<file path="src/rtl/first_fit_boundary_tag_allocator_unit_assert.svh">
// ----------------------------------------------------------------------------
// ffba assertion macros
// Shared concurrent assertion forms for the allocator, clocked on clk and
// held off during rst.
// ----------------------------------------------------------------------------
`ifndef FIRST_FIT_BOUNDARY_TAG_ALLOCATOR_UNIT_ASSERT_SVH
`define FIRST_FIT_BOUNDARY_TAG_ALLOCATOR_UNIT_ASSERT_SVH

// same-cycle implication
`define FFBA_ASSERT_NOW(lbl, ante, cons, msg) \
  lbl: assert property (@(posedge clk) disable iff (rst) (ante) |-> (cons)) \
    else $error(msg);

// next-cycle implication
`define FFBA_ASSERT_NEXT(lbl, ante, cons, msg) \
  lbl: assert property (@(posedge clk) disable iff (rst) (ante) |=> (cons)) \
    else $error(msg);

`endif

</file>
<file path="src/rtl/ffba_pkg.sv">
`timescale 1ns / 1ps
// ----------------------------------------------------------------------------
// ffba_pkg
// Types and constants shared by the boundary-tag allocator modules.
// ----------------------------------------------------------------------------
package ffba_pkg;

  // byte offsets, sizes and tag words all fit this datapath
  localparam int DW = 18;

  localparam logic [DW-1:0] TAG_MASK  = DW'(7);
  localparam logic [DW-1:0] USED_BIT  = DW'(1);
  localparam logic [DW-1:0] MIN_BLOCK = DW'(16);

  localparam logic ACT_ALLOC = 1'b0;
  localparam logic ACT_FREE  = 1'b1;

  localparam logic [1:0] ST_OK      = 2'd0;
  localparam logic [1:0] ST_IGNORED = 2'd1;
  localparam logic [1:0] ST_OOM     = 2'd2;

  typedef logic [DW-1:0] word_t;

  // constant adjustment applied by the address adder
  typedef enum logic [1:0] {
    ADJ_NONE,
    ADJ_M4,
    ADJ_M8
  } adj_t;

  typedef struct packed {
    logic sub;
    adj_t adj;
  } alu_op_t;

endpackage

</file>
<file path="src/rtl/ffba_alu.sv">
`timescale 1ns / 1ps
// ----------------------------------------------------------------------------
// ffba_alu
// Shared offset adder: a plus or minus b, then a small constant adjustment.
// ----------------------------------------------------------------------------
module ffba_alu (
  input  ffba_pkg::word_t   a,
  input  ffba_pkg::word_t   b,
  input  ffba_pkg::alu_op_t op,
  output ffba_pkg::word_t   res
);
  import ffba_pkg::*;

  word_t opb;
  word_t adj;

  // operand select and adjustment constant
  always_comb begin
    opb = op.sub ? (~b + DW'(1)) : b;
    unique case (op.adj)
      ADJ_NONE: adj = '0;
      ADJ_M4:   adj = ~DW'(4) + DW'(1);
      ADJ_M8:   adj = ~DW'(8) + DW'(1);
      default:  adj = '0;
    endcase
  end

  assign res = a + opb + adj;

endmodule

</file>
<file path="config.mk">
export PLATFORM = sky130hd
export DESIGN_NAME = ffba_alu
export DESIGN_NICKNAME = d
export VERILOG_FILES = /design/src/rtl/first_fit_boundary_tag_allocator_unit_assert.svh /design/src/rtl/ffba_pkg.sv /design/src/rtl/ffba_alu.sv
export SDC_FILE = /design/constraint.sdc
export NUM_CORES = 1
export LEC_CHECK = 0
export ABC_AREA = 1
export ABC_CLOCK_PERIOD_IN_PS = 5700
export BUFFER_PORTS_ARGS = -buffer_cell sky130_fd_sc_hd__buf_2
export CAP_MARGIN = 20
export CORE_ASPECT_RATIO = 0.8
export CORE_UTILIZATION = 57
export DETAILED_ROUTE_END_ITERATION = 10
export PLACE_DENSITY = 0.95
export RECOVER_POWER = 50
export SYNTH_ARGS = -nofsm -noshare
export SYNTH_HDL_FRONTEND = slang
export SYNTH_SLANG_ARGS = --single-unit
</file>
<file path="constraint.sdc">
create_clock -name vclk -period 5.7
set_input_delay 0.57 -clock vclk [all_inputs]
set_output_delay 0.57 -clock vclk [all_outputs]
set_load 0.02 [all_outputs]
</file>
==> impl_metrics.tcl <==
set metrics [dict create \
    run_status "complete, no violations" \
    drive_above_1_share_pct 17.2 \
    slew_violations 0 \
    hold_depth 3 \
    syn_area_mm2 0.00193 \
    nets 460 \
    hp-class "input port to primary output" \
    route.detailed.drc 0 \
    hold_buffers 0 \
    n_sequential_cell 0 \
    n_antenna_cell 0 \
    required_ns 5.13 \
    finalInstanceArea_mm2 0.00225 \
    dieHeight_um 54.0 \
    synthCells 327 \
    cts_resized 0 \
    viasPerCell 5.07 \
    crit_arrival_ns 3.63 \
    worst_setup_path_start_kind "input port" \
    clkbuf_count 0 \
    ys.warnings.count 0 \
    seq_area_frac_synth_pct 0 \
    grt_pass1_wl_um 7520 \
    setup_tns_ns 0 \
    hpwl_um 4060 \
    worst_slew_pin_slew_ns 0.862 \
    antenna_left 0 \
    place_congestion 0.969 \
    fillers 278 \
    syn2layout_area_growth_pct 16.7 \
    synth_area_per_cell_um2 5.89 \
    crit_type "input port to primary output" \
    timing.final.crit_period_ns 4.20 \
    ios 57 \
    rsz0062_at_grt "no" \
    core_area_mm2 0.00315 \
    grt_max_degree 17 \
    grt_usage_pct 27.0 \
    fmax_ghz 0.238 \
    die_w_um 67.0 \
    max-slew-margin-rel_pct 42.5 \
    end_kind "primary output" \
    routedWlPerCell_um 10.7 \
    antenna_found_initial 0 \
    final_common_cell "nand2_1" \
    wl_um 4530 \
    rows 18 \
    post-cts-setup-buffer-count 0 \
    leakagePower_uw 0.00137 \
    start_util_pct 61.1 \
    num_vias 2143 \
    drt_iter0_markers 151 \
    grt_pass1_vias 1845 \
    ys_types 24 \
    crit_fanout 16 \
    timing.final.crit_share_pct 73.6 \
    grt_overflow 0 \
    maxCapViolations 0 \
    syn-num-nets 402 \
    dr.pass1.iters 5 \
    setup_viol 0 \
    placed_cell_area_mm2 0.00226 \
    portBuffers 57 \
    vdd_drop_max_uv 133 \
    hold_viol 0 \
    dieArea_mm2 0.00362 \
    p_per_area_mw_per_mm2 282 \
    final_cell_mix "86 x nand2_1, 76 x inv_1, 50 x buf_2" \
    final-seq-area_um2 0 \
]
worst max-delay path: stages:
cell      delay (ns)
clkbuf_1        0.51
inv_1           0.26
nor2_1          0.19
xor2_1          0.15
inv_1           0.07
fa_1            0.49
inv_1           0.05
ha_1            0.36
nand2_2         0.12
inv_1           0.04
a21oi_1         0.23
nand2_1         0.12
nand2_1         0.07
nand2_1         0.09
inv_1           0.07
nand2_1         0.05
nand2_1         0.05
buf_2           0.15
power breakdown:
part | switching [uW] | total [uW] | internal, uW
combinational | 416 | 635 | 218
clock | 0 | 0 | 0
sequential | 0 | 0 | 0
metrics by stage:
stage	cells	utilization [%]	setup slack, ns	hold WS (ns)	power (uW)
2_1_floorplan	327	-	2.06	1.34	466
3_3_place_gp	423	71.5	1.74	1.47	610
3_5_place_dp	423	71.5	1.70	1.48	631
4_1_cts	423	71.5	1.70	1.48	634
5_1_grt	423	71.3	1.21	1.57	712
6_report	423	71.3	1.50	1.55	635
synthesized netlist by cell type:
master	count	area [um2]
a21oi_1	14	70.1
a21oi_2	1	8.76
and2_0	1	6.26
buf_2	1	5.00
fa_1	16	320
ha_1	20	250
inv_1	75	282
inv_2	3	11.3
nand2_1	86	323
nand2_2	8	50.1
nand3_1	22	110
nand4_1	3	18.8
nor2_1	30	113
nor2_2	3	18.8
nor3_1	2	10.0
nor3b_2	1	12.5
o21a_1	1	7.51
o21ai_0	9	45.0
o21ai_1	3	15.0
o21ai_4	1	16.3
o21bai_1	1	7.51
or2_1	1	6.26
xnor2_1	6	52.6
xor2_1	19	166
worst paths after layout:
path / from / end
setup / recovery: op[2] / res[17]
hold / removal: a[0] / res[0]
layer usage:
metal	global-route usage [%]	share of wire (%)	routed length (um)	vias to the layer above
met3	1.48	6.1	276	8
li1	-	-	-	1108
met5	0	0	0	-
met2	49.3	46	2080	96
met1	34.9	46	2100	931
met4	6.74	1.6	73	0
layout make-up:
class | instances | area, um2 | area share, %
well taps | 40 | 50.0 | 2.23
inverters | 78 | 293 | 13.0
multi-input cells | 248 | 1630 | 72.4
repair buffers | 57 | 277 | 12.3
kinds of logic after synthesis:
| group | count (synthesis) | synth area share, % |
|---|---|---|
| and+or+nand+nor | 157 | 34.7 |
| buffers and inverters | 79 | 15.5 |
| adders and majority gates | 36 | 29.6 |
| AOI/OAI and AO/OA | 30 | 8.84 |
| xor gates and xnor gates | 25 | 11.4 |
Power figures use the tool's default switching activity.
